<file path="src/hdl/rbr_pkg.sv">
// ----------------------------------------------------------------------------
// rbr_pkg: shared types and constants
// Opcodes, configuration register indexes and coder constants for the byte-renormalizing
// range encoder.
// ----------------------------------------------------------------------------
`default_nettype none

package rbr_pkg;

  // opcodes
  typedef enum logic [1:0] {
    OP_START     = 2'd0,
    OP_ENC_TOTAL = 2'd1,
    OP_ENC_SHIFT = 2'd2,
    OP_FINISH    = 2'd3
  } op_t;

  // configuration register indexes
  localparam logic CFG_FIRST_BYTE    = 1'b0;
  localparam logic CFG_HEADER_LENGTH = 1'b1;

  // coder constants
  localparam logic [31:0] TOP_VAL     = 32'h8000_0000;
  localparam logic [31:0] BOT_VAL     = 32'h0080_0000;
  localparam logic [31:0] LOW_LIMIT   = 32'h7F80_0000;
  localparam logic [5:0]  PENDING_MAX = 6'd56;
  localparam logic [1:0]  RENORM_STEPS = 2'd3;
  localparam logic [31:0] FINISH_ADD  = 32'd5;

endpackage

`default_nettype wire

</file>
<file path="src/hdl/rbr_in_if.sv">
// ----------------------------------------------------------------------------
// rbr_in_if: input word channel
// Valid/ready channel carrying one encoder command word.
// ----------------------------------------------------------------------------
`default_nettype none

interface rbr_in_if;
  logic        valid;
  logic        ready;
  logic [1:0]  opcode;
  logic [16:0] sym_freq;
  logic [15:0] cum_freq;
  logic [16:0] total_freq;
  logic [4:0]  shift_amount;

  modport source (output valid, opcode, sym_freq, cum_freq, total_freq, shift_amount,
                  input ready);
  modport sink   (input valid, opcode, sym_freq, cum_freq, total_freq, shift_amount,
                  output ready);
endinterface

`default_nettype wire

</file>
<file path="src/hdl/rbr_out_if.sv">
// ----------------------------------------------------------------------------
// rbr_out_if: result word channel
// Valid/ready channel carrying one coded byte with its status.
// ----------------------------------------------------------------------------
`default_nettype none

interface rbr_out_if;
  logic        valid;
  logic        ready;
  logic [7:0]  out_byte;
  logic        last_byte;
  logic [31:0] total_bytes;
  logic        pending_overflow;

  modport source (output valid, out_byte, last_byte, total_bytes, pending_overflow,
                  input ready);
  modport sink   (input valid, out_byte, last_byte, total_bytes, pending_overflow,
                  output ready);
endinterface

`default_nettype wire

</file>
<file path="src/hdl/range_encoder_byte_renorm_core.sv">
// ----------------------------------------------------------------------------
// range_encoder_byte_renorm_core: 32-bit range encoder
// Byte-wise renormalizing range encoder with carry through pending bytes.
// ----------------------------------------------------------------------------
// One command word at a time. A start gives no bytes. An encode takes its
// renormalization steps (at most three), giving each emitted byte and
// any pending bytes behind it, then for a divide-by-total encode runs the
// bit-serial divider, and then the shared 32x17 multiplier and the interval
// update. A finish takes its renormalization steps, settles the final byte
// and gives the carry byte, any pending bytes, the final byte and three
// count bytes. Each emitted byte waits in a one-byte lookahead so the last
// byte of a command can be flagged; the output register lets the next
// command start while the final byte is still waiting to be taken.
`default_nettype none

module range_encoder_byte_renorm_core (
  input  wire logic  clk,
  input  wire logic  rst_n,
  rbr_in_if.sink     in_ch,
  rbr_out_if.source  out_ch,
  input  wire logic  cfg_we,
  input  wire logic  cfg_index,
  input  wire logic [31:0] cfg_wdata
);

  typedef enum logic [10:0] {
    S_IDLE   = 11'b000_0000_0001,
    S_RENORM = 11'b000_0000_0010,
    S_FILL   = 11'b000_0000_0100,
    S_DIV    = 11'b000_0000_1000,
    S_MULT   = 11'b000_0001_0000,
    S_MULS   = 11'b000_0010_0000,
    S_UPD    = 11'b000_0100_0000,
    S_FIN    = 11'b000_1000_0000,
    S_FLEAD  = 11'b001_0000_0000,
    S_TAIL   = 11'b010_0000_0000,
    S_END    = 11'b100_0000_0000
  } state_t;

  state_t      state_r, state_nxt;

  // configuration
  logic [7:0]  first_byte_r;
  logic [31:0] header_len_r;

  // coder state
  logic [31:0] low_r, low_nxt;
  logic [31:0] range_r, range_nxt;
  logic [7:0]  carry_r, carry_nxt;
  logic [5:0]  pend_r, pend_nxt;
  logic [31:0] bc_r, bc_nxt;
  logic        ovf_r, ovf_nxt;

  // latched command word
  rbr_pkg::op_t op_r;
  logic [16:0] sym_r;
  logic [15:0] cum_r;
  logic [16:0] tot_r;
  logic [4:0]  sh_r;

  // sequencer working registers
  logic [1:0]  steps_r, steps_nxt;
  logic [7:0]  fill_r, fill_nxt;
  logic        tail_r, tail_nxt;
  logic [1:0]  idx_r, idx_nxt;
  logic [9:0]  fb_r, fb_nxt;
  logic [31:0] r_r, r_nxt;
  logic [31:0] t_r, rs_r;

  // lookahead byte and output register
  logic [7:0]  hold_r, hold_nxt;
  logic        hold_v_r, hold_v_nxt;
  logic        out_v_r, out_v_nxt;
  logic [7:0]  out_byte_r, out_byte_nxt;
  logic        out_last_r, out_last_nxt;
  logic [31:0] out_tot_r, out_tot_nxt;
  logic        out_ovf_r, out_ovf_nxt;

  logic        in_acc;
  logic        out_free;
  logic        can_emit;
  logic        emit_en;
  logic [7:0]  emit_byte;
  logic        push_final;

  logic        renorm_go, case_lo, case_hi;
  logic [31:0] bc_fin;
  logic [9:0]  fb_hi;
  logic        fb_below;
  logic [16:0] mul_b;
  logic [48:0] prod;
  logic [17:0] lt_sy;

  logic        div_start, div_busy, div_done;
  logic [31:0] div_q;

  rbr_div u_div (
    .clk      (clk),
    .rst_n    (rst_n),
    .start    (div_start),
    .dividend (range_r),
    .divisor  ((tot_r == 17'd0) ? 17'd1 : tot_r),
    .busy     (div_busy),
    .done     (div_done),
    .quotient (div_q)
  );

  assign in_acc   = in_ch.valid && in_ch.ready;
  assign out_free = !out_v_r || out_ch.ready;
  assign can_emit = !hold_v_r || out_free;

  // renormalization step classification
  assign renorm_go = (range_r <= rbr_pkg::BOT_VAL) && (steps_r < rbr_pkg::RENORM_STEPS);
  assign case_lo   = low_r < rbr_pkg::LOW_LIMIT;
  assign case_hi   = low_r[31];

  // final settled byte
  assign bc_fin   = bc_r + rbr_pkg::FINISH_ADD;
  assign fb_hi    = {1'b0, low_r[31:23]};
  assign fb_below = low_r[22:0] < bc_fin[23:1];

  // shared multiplier
  assign mul_b = (state_r == S_MULT) ? {1'b0, cum_r} : sym_r;
  assign prod  = r_r * mul_b;
  assign lt_sy = {2'b0, cum_r} + {1'b0, sym_r};

  // sequencer
  always_comb begin
    state_nxt = state_r;
    low_nxt   = low_r;
    range_nxt = range_r;
    carry_nxt = carry_r;
    pend_nxt  = pend_r;
    bc_nxt    = bc_r;
    ovf_nxt   = ovf_r;
    steps_nxt = steps_r;
    fill_nxt  = fill_r;
    tail_nxt  = tail_r;
    idx_nxt   = idx_r;
    fb_nxt    = fb_r;
    r_nxt     = r_r;
    emit_en   = 1'b0;
    emit_byte = carry_r;
    push_final = 1'b0;
    div_start = 1'b0;
    case (state_r)
      S_IDLE: begin
        if (in_acc) begin
          steps_nxt = '0;
          tail_nxt  = 1'b0;
          idx_nxt   = '0;
          if (rbr_pkg::op_t'(in_ch.opcode) == rbr_pkg::OP_START) begin
            low_nxt   = '0;
            range_nxt = rbr_pkg::TOP_VAL;
            carry_nxt = first_byte_r;
            pend_nxt  = '0;
            bc_nxt    = header_len_r;
            ovf_nxt   = 1'b0;
          end else begin
            state_nxt = S_RENORM;
          end
        end
      end
      S_RENORM: begin
        if (renorm_go) begin
          if (case_lo || case_hi) begin
            if (can_emit) begin
              emit_en   = 1'b1;
              emit_byte = case_lo ? carry_r : carry_r + 8'd1;
              fill_nxt  = case_lo ? 8'hFF : 8'h00;
              carry_nxt = low_r[30:23];
              range_nxt = {range_r[23:0], 8'h00};
              low_nxt   = {1'b0, low_r[22:0], 8'h00};
              bc_nxt    = bc_r + 32'd1;
              steps_nxt = steps_r + 2'd1;
              state_nxt = S_FILL;
            end
          end else begin
            if (pend_r < rbr_pkg::PENDING_MAX) pend_nxt = pend_r + 6'd1;
            else ovf_nxt = 1'b1;
            range_nxt = {range_r[23:0], 8'h00};
            low_nxt   = {1'b0, low_r[22:0], 8'h00};
            bc_nxt    = bc_r + 32'd1;
            steps_nxt = steps_r + 2'd1;
          end
        end else begin
          case (op_r)
            rbr_pkg::OP_ENC_TOTAL: begin
              div_start = 1'b1;
              state_nxt = S_DIV;
            end
            rbr_pkg::OP_ENC_SHIFT: begin
              r_nxt     = range_r >> sh_r;
              state_nxt = S_MULT;
            end
            default: state_nxt = S_FIN;
          endcase
        end
      end
      S_FILL: begin
        if (pend_r == 6'd0) begin
          state_nxt = tail_r ? S_TAIL : S_RENORM;
        end else if (can_emit) begin
          emit_en   = 1'b1;
          emit_byte = fill_r;
          pend_nxt  = pend_r - 6'd1;
        end
      end
      S_DIV: begin
        if (div_done) begin
          r_nxt     = div_q;
          state_nxt = S_MULT;
        end
      end
      S_MULT: state_nxt = S_MULS;
      S_MULS: state_nxt = S_UPD;
      S_UPD: begin
        low_nxt = low_r + t_r;
        if (op_r == rbr_pkg::OP_ENC_TOTAL) begin
          range_nxt = (lt_sy < {1'b0, tot_r}) ? rs_r : range_r - t_r;
        end else begin
          range_nxt = ((lt_sy >> sh_r) != 18'd0) ? range_r - t_r : rs_r;
        end
        state_nxt = S_END;
      end
      S_FIN: begin
        bc_nxt    = bc_fin;
        fb_nxt    = fb_below ? fb_hi : fb_hi + 10'd1;
        state_nxt = S_FLEAD;
      end
      S_FLEAD: begin
        if (can_emit) begin
          emit_en   = 1'b1;
          emit_byte = (fb_r > 10'd255) ? carry_r + 8'd1 : carry_r;
          fill_nxt  = (fb_r > 10'd255) ? 8'h00 : 8'hFF;
          tail_nxt  = 1'b1;
          state_nxt = S_FILL;
        end
      end
      S_TAIL: begin
        if (can_emit) begin
          emit_en = 1'b1;
          case (idx_r)
            2'd0:    emit_byte = fb_r[7:0];
            2'd1:    emit_byte = bc_r[23:16];
            2'd2:    emit_byte = bc_r[15:8];
            default: emit_byte = bc_r[7:0];
          endcase
          idx_nxt = idx_r + 2'd1;
          if (idx_r == 2'd3) state_nxt = S_END;
        end
      end
      S_END: begin
        if (!hold_v_r) begin
          state_nxt = S_IDLE;
        end else if (out_free) begin
          push_final = 1'b1;
          state_nxt  = S_IDLE;
        end
      end
      default: state_nxt = S_IDLE;
    endcase
  end

  // lookahead and output register
  always_comb begin
    hold_nxt     = hold_r;
    hold_v_nxt   = hold_v_r;
    out_v_nxt    = out_v_r && !out_ch.ready;
    out_byte_nxt = out_byte_r;
    out_last_nxt = out_last_r;
    out_tot_nxt  = out_tot_r;
    out_ovf_nxt  = out_ovf_r;
    if (emit_en) begin
      hold_nxt   = emit_byte;
      hold_v_nxt = 1'b1;
    end
    if ((emit_en && hold_v_r) || push_final) begin
      out_v_nxt    = 1'b1;
      out_byte_nxt = hold_r;
      out_last_nxt = push_final;
      out_tot_nxt  = (push_final && op_r == rbr_pkg::OP_FINISH) ? bc_r : 32'd0;
      out_ovf_nxt  = ovf_r;
    end
    if (push_final) hold_v_nxt = 1'b0;
  end

  always_ff @(posedge clk) begin
    if (!rst_n) begin
      state_r      <= S_IDLE;
      low_r        <= '0;
      range_r      <= rbr_pkg::TOP_VAL;
      carry_r      <= '0;
      pend_r       <= '0;
      bc_r         <= '0;
      ovf_r        <= 1'b0;
      first_byte_r <= '0;
      header_len_r <= '0;
      hold_v_r     <= 1'b0;
      out_v_r      <= 1'b0;
      steps_r      <= '0;
      tail_r       <= 1'b0;
      idx_r        <= '0;
    end else begin
      state_r  <= state_nxt;
      low_r    <= low_nxt;
      range_r  <= range_nxt;
      carry_r  <= carry_nxt;
      pend_r   <= pend_nxt;
      bc_r     <= bc_nxt;
      ovf_r    <= ovf_nxt;
      hold_v_r <= hold_v_nxt;
      out_v_r  <= out_v_nxt;
      steps_r  <= steps_nxt;
      tail_r   <= tail_nxt;
      idx_r    <= idx_nxt;
      // configuration writes
      if (cfg_we) begin
        case (cfg_index)
          rbr_pkg::CFG_FIRST_BYTE:    first_byte_r <= cfg_wdata[7:0];
          rbr_pkg::CFG_HEADER_LENGTH: header_len_r <= cfg_wdata;
          default: ;
        endcase
      end
    end
    // payload
    fill_r     <= fill_nxt;
    fb_r       <= fb_nxt;
    r_r        <= r_nxt;
    hold_r     <= hold_nxt;
    out_byte_r <= out_byte_nxt;
    out_last_r <= out_last_nxt;
    out_tot_r  <= out_tot_nxt;
    out_ovf_r  <= out_ovf_nxt;
    if (state_r == S_MULT) t_r  <= prod[31:0];
    if (state_r == S_MULS) rs_r <= prod[31:0];
    if (in_acc) begin
      op_r  <= rbr_pkg::op_t'(in_ch.opcode);
      sym_r <= in_ch.sym_freq;
      cum_r <= in_ch.cum_freq;
      tot_r <= in_ch.total_freq;
      sh_r  <= in_ch.shift_amount;
    end
  end

  assign in_ch.ready             = (state_r == S_IDLE);
  assign out_ch.valid            = out_v_r;
  assign out_ch.out_byte         = out_byte_r;
  assign out_ch.last_byte        = out_last_r;
  assign out_ch.total_bytes      = out_tot_r;
  assign out_ch.pending_overflow = out_ovf_r;

  // no byte is left in the lookahead between commands
  a_hold_empty_idle: assert property (@(posedge clk) disable iff (!rst_n)
    state_r == S_IDLE |-> !hold_v_r)
    else $error("lookahead byte left behind in idle");

  // pending count never passes its cap
  a_pend_cap: assert property (@(posedge clk) disable iff (!rst_n)
    pend_r <= rbr_pkg::PENDING_MAX)
    else $error("pending count above cap");

  // divider only runs while the sequencer waits on it
  a_div_owner: assert property (@(posedge clk) disable iff (!rst_n)
    div_busy |-> state_r == S_DIV)
    else $error("divider busy outside divide state");

endmodule

`default_nettype wire

</file>
<file path="src/hdl/rbr_div.sv">
// ----------------------------------------------------------------------------
// rbr_div: iterative divider
// Restoring 32-by-17-bit division, one quotient bit per cycle.
// ----------------------------------------------------------------------------
`default_nettype none

module rbr_div (
  input  wire logic        clk,
  input  wire logic        rst_n,
  input  wire logic        start,
  input  wire logic [31:0] dividend,
  input  wire logic [16:0] divisor,
  output logic             busy,
  output logic             done,
  output logic [31:0]      quotient
);

  logic        busy_r, busy_nxt;
  logic        done_r, done_nxt;
  logic [4:0]  cnt_r, cnt_nxt;
  logic [31:0] q_r, q_nxt;
  logic [16:0] rem_r, rem_nxt;
  logic [16:0] dsr_r, dsr_nxt;
  logic [17:0] rem_sh;
  logic [17:0] rem_sub;

  // trial subtract of the shifted remainder
  assign rem_sh  = {rem_r, q_r[31]};
  assign rem_sub = rem_sh - {1'b0, dsr_r};

  always_comb begin
    busy_nxt = busy_r;
    done_nxt = 1'b0;
    cnt_nxt  = cnt_r;
    q_nxt    = q_r;
    rem_nxt  = rem_r;
    dsr_nxt  = dsr_r;
    if (start) begin
      busy_nxt = 1'b1;
      cnt_nxt  = 5'd31;
      q_nxt    = dividend;
      rem_nxt  = '0;
      dsr_nxt  = divisor;
    end else if (busy_r) begin
      if (!rem_sub[17]) begin
        rem_nxt = rem_sub[16:0];
        q_nxt   = {q_r[30:0], 1'b1};
      end else begin
        rem_nxt = rem_sh[16:0];
        q_nxt   = {q_r[30:0], 1'b0};
      end
      cnt_nxt = cnt_r - 5'd1;
      if (cnt_r == 5'd0) begin
        busy_nxt = 1'b0;
        done_nxt = 1'b1;
      end
    end
  end

  always_ff @(posedge clk) begin
    if (!rst_n) begin
      busy_r <= 1'b0;
      done_r <= 1'b0;
      cnt_r  <= '0;
    end else begin
      busy_r <= busy_nxt;
      done_r <= done_nxt;
      cnt_r  <= cnt_nxt;
    end
    q_r   <= q_nxt;
    rem_r <= rem_nxt;
    dsr_r <= dsr_nxt;
  end

  assign busy     = busy_r;
  assign done     = done_r;
  assign quotient = q_r;

endmodule

`default_nettype wire

</file>
<file path="src/flat_wrapper.sv">
// flat-port wrapper written by rule: the top's interface ports become plain ports
module range_encoder_byte_renorm_core_flat 
  (clk, rst_n, cfg_we, cfg_index, cfg_wdata, in_ch_valid, in_ch_opcode, in_ch_sym_freq, in_ch_cum_freq, in_ch_total_freq, in_ch_shift_amount, in_ch_ready, out_ch_valid, out_ch_out_byte, out_ch_last_byte, out_ch_total_bytes, out_ch_pending_overflow, out_ch_ready);
  rbr_in_if in_ch_i ();
  rbr_out_if out_ch_i ();
  input  wire logic clk;
  input  wire logic rst_n;
  input  wire logic cfg_we;
  input  wire logic cfg_index;
  input  wire logic [31:0] cfg_wdata;
  input wire logic [$bits(in_ch_i.valid)-1:0] in_ch_valid;
  input wire logic [$bits(in_ch_i.opcode)-1:0] in_ch_opcode;
  input wire logic [$bits(in_ch_i.sym_freq)-1:0] in_ch_sym_freq;
  input wire logic [$bits(in_ch_i.cum_freq)-1:0] in_ch_cum_freq;
  input wire logic [$bits(in_ch_i.total_freq)-1:0] in_ch_total_freq;
  input wire logic [$bits(in_ch_i.shift_amount)-1:0] in_ch_shift_amount;
  output wire logic [$bits(in_ch_i.ready)-1:0] in_ch_ready;
  output wire logic [$bits(out_ch_i.valid)-1:0] out_ch_valid;
  output wire logic [$bits(out_ch_i.out_byte)-1:0] out_ch_out_byte;
  output wire logic [$bits(out_ch_i.last_byte)-1:0] out_ch_last_byte;
  output wire logic [$bits(out_ch_i.total_bytes)-1:0] out_ch_total_bytes;
  output wire logic [$bits(out_ch_i.pending_overflow)-1:0] out_ch_pending_overflow;
  input wire logic [$bits(out_ch_i.ready)-1:0] out_ch_ready;
  assign in_ch_i.valid = in_ch_valid;
  assign in_ch_i.opcode = in_ch_opcode;
  assign in_ch_i.sym_freq = in_ch_sym_freq;
  assign in_ch_i.cum_freq = in_ch_cum_freq;
  assign in_ch_i.total_freq = in_ch_total_freq;
  assign in_ch_i.shift_amount = in_ch_shift_amount;
  assign in_ch_ready = in_ch_i.ready;
  assign out_ch_valid = out_ch_i.valid;
  assign out_ch_out_byte = out_ch_i.out_byte;
  assign out_ch_last_byte = out_ch_i.last_byte;
  assign out_ch_total_bytes = out_ch_i.total_bytes;
  assign out_ch_pending_overflow = out_ch_i.pending_overflow;
  assign out_ch_i.ready = out_ch_ready;
  range_encoder_byte_renorm_core u_core (.clk(clk), .rst_n(rst_n), .in_ch(in_ch_i), .out_ch(out_ch_i), .cfg_we(cfg_we), .cfg_index(cfg_index), .cfg_wdata(cfg_wdata));
endmodule
</file>
<file path="config.mk">
export PLATFORM = sky130hd
export DESIGN_NAME = range_encoder_byte_renorm_core_flat
export DESIGN_NICKNAME = d
export VERILOG_FILES = /design/src/hdl/rbr_pkg.sv /design/src/hdl/rbr_in_if.sv /design/src/hdl/rbr_out_if.sv /design/src/hdl/range_encoder_byte_renorm_core.sv /design/src/hdl/rbr_div.sv /design/src/flat_wrapper.sv
export SDC_FILE = /design/constraint.sdc
export NUM_CORES = 2
export LEC_CHECK = 0
export BUFFER_PORTS_ARGS = -buffer_cell sky130_fd_sc_hd__buf_2
export CAP_MARGIN = 10
export CORE_MARGIN = 2
export CORE_UTILIZATION = 50
export DETAILED_ROUTE_END_ITERATION = 10
export PLACE_DENSITY = 0.67
export SYNTH_ARGS = -nofsm -noshare
export SYNTH_HDL_FRONTEND = slang
export SYNTH_SLANG_ARGS = --single-unit
</file>
<file path="constraint.sdc">
create_clock -name clk -period 12.3 [get_ports clk]
set_input_delay 1.845 -clock clk [delete_from_list [all_inputs] [get_ports clk]]
set_output_delay 1.845 -clock clk [all_outputs]
set_load 0.03 [all_outputs]
</file>
==> results.yml <==
run_status:
  status: "finished, final reports clean"
worst_setup_path:
  required_ps: 12650
  cp-end-kind: "flop"
  crit_slowest_cell: "mux2_2"
  crit_fanout: 50
  start_kind: "flop"
  cp.arrival_ps: 9410
  critPathTopFamily: "adder cells"
  cpMostUsedCell: "fa_1"
  critPathKind: "flop to flop"
  cpPeakStageDelay_ps: 640
  crit_buf_inv: 5
clock_tree:
  cts.path.max_buffers: 3
  cts_setup_buffers: 0
  cts_tree: "yes"
  root_buffer: "clkbuf_16"
  insertion_delay_ps: 610
  clkSinkCount: 456
  htreeDepth: 2
  numCtsBuffers: 48
  clk_pin_slew_ps: 60
  cts.repair.resized: 0
  holdBufCountCts: 0
logic_synthesis:
  yosysTopAreaCellShare: 0.200
  postSynthAreaPerCell_um2: 8.79
  ys_types: 93
  yosys-top-cells-area: "edfxtp_1 20%, fa_1 16%, dfxtp_1 9.8%, nand2_1 7.0%, ha_1 6.9%"
  syn-cell-area_mm2: 0.0395
  synth_commonest_cells: "739 x nand2_1, 513 x inv_1, 324 x fa_1"
  syn_inst: 4490
  yosysMostFrequentCell: "nand2_1"
  ys_async_sr_fraction: 0
  synth_area_leader_cell: "edfxtp_1"
  synth_ff_type: "edfxtp_1"
  ys_seq_elements: 456
  yosysSeqAreaShare: 0.298
  yosys_warnings: 0
  synth_edf_count: 263
  syn_nets: 5128
sta:
  relSlewSlack: 0.209
  setup_tns_ps: 0
  max_freq_mhz: 110
  hold_ws_ps: 420
  finalCritPeriodShare: 0.737
  setup_violations: 0
  rsz0062_at_grt: "false"
  drv_slew: 0
  tightest_slew_ps: 1180
  period_needed_ps: 9060
  finClkSkew_ps: 28.3
  finalHoldViolCount: 0
final_layout:
  layout.nets: 5118
  regArea_mm2: 0.0118
  antennaDiodeCount: 0
  area_growth_pct: 7.84
  drive_above_1_share: 0.0803
  fill_cells: 7245
  multi_input_area_mm2: 0.0249
floorplanning:
  die_w_um: 285
  dieHeight_um: 285
  dieArea_mm2: 0.0812
  start_util: 0.502
  io_pins: 139
  row_count: 103
  core_region_area_mm2: 0.0786
grt:
  grt_pass1_vias: 31900
  overflow: 0
  grt_pass1_wl_um: 178000
  grt_start_max_net_pins: 72
  grtUsageTotal: 0.274
  antenna_found_initial: 4
drt:
  vias_per_cell: 5.82
  num_vias: 32400
  wl_met1_um: 47200
  wire_per_inst_um: 20.0
  drt-initial-drc-count: 2953
  ant_nets: 0
  drt-pass1-iter-count: 5
  drt_wl_total_um: 111000
  wl_met2_um: 51300
  routed.top_layer: "met5"
  wl_met3_um: 8370
  drc: 0
place:
  dpl.hpwl_um: 80500
  gp_congestion: 0.938
  portBuffers: 138
job:
  timing.max_cap.violations: 0
min_path:
  min_path_type: "flop to flop"
## layer usage
layer	up-vias	track usage
met3	251	0.0341
met2	1304	0.448
met5	-	0
met1	15700	0.376
met4	6	0.0973
li1	15200	-
## path summary, 6_finish.rpt
| check | cells after the start | slack, ps | start | end |
|---|---|---|---|---|
| hold reg to reg | 0 | 420 | u_core.hold_r[6]$_DFFE_PP_ | u_core.out_ch.out_byte[6]$_DFFE_PP_ |
| setup reg to reg | 25 | 3240 | u_core.state_r[0]$_SDFFE_PN1P_ | u_core.rs_r[30]$_DFFE_PN_ |
| hold / removal | 0 | 420 | u_core.hold_r[6]$_DFFE_PP_ | u_core.out_ch.out_byte[6]$_DFFE_PP_ |
| setup / recovery | 25 | 3240 | u_core.state_r[0]$_SDFFE_PN1P_ | u_core.rs_r[30]$_DFFE_PN_ |
## area by class of cell
type | instances | share of cell area
inverters | 521 | 0.0461
repair buffers | 187 | 0.0249
clock buffers | 56 | 0.0304
flip-flops and latches | 456 | 0.276
clock inverters | 34 | 0.00738
well taps | 1050 | 0.0309
multi-input cells | 3266 | 0.584
## stage by stage
stage	cells	worst slack [ps]	util	area, um^2
final	5570	3240	0.541	42600
after global routing	5570	2810	0.541	42600
after CTS	5570	3260	0.541	42600
after detailed placement	5480	3310	0.521	41000
after global placement	5480	3460	0.521	41000
after floorplan	4490	4430	-	39500
## layout by cell type (no fill, tap or decap), types with 62 or more instances in the layout
master,count
ha_1,219
xnor2_1,107
fa_1,324
nor2_1,257
dfxtp_1,193
and3_1,92
edfxtp_1,263
a21o_1,69
nand2_1,739
nand3_1,66
buf_2,138
inv_1,513
and2_1,139
mux2i_1,62
o21ai_0,232
a21oi_1,309
## state kept, by name, indices dropped and copies added (netlist names), 10 cells and up
register,count
u_core.sym_r,17
u_core.bc_r,32
u_core.state_r,11
u_core.cum_r,16
u_core.tot_r,17
u_core.range_r,32
u_core.u_div.dsr_r,17
u_core.low_r,32
u_core.fb_r,10
u_core.t_r,32
u_core.r_r,32
u_core.u_div.rem_r,17
u_core.header_len_r,32
u_core.out_ch.total_bytes,32
u_core.u_div.quotient,32
u_core.rs_r,32
## cells by family (layout without fill, tap and decap cells)
kind of cell	after synthesis	count (layout)	share of synthesized area
multiplexers	116	116	0.0349
AND/OR/NAND/NOR	1508	1508	0.175
AO/OA/AOI/OAI	939	939	0.148
adder cells (fa/ha/maj)	544	544	0.234
XOR/XNOR	159	159	0.0358
flip-flops	456	456	0.298
buffers and inverters	768	798	0.0737
Power is left out: the tool's default activity adds up to more than one toggle a clock period on the data nets, which glitch-free logic cannot reach.
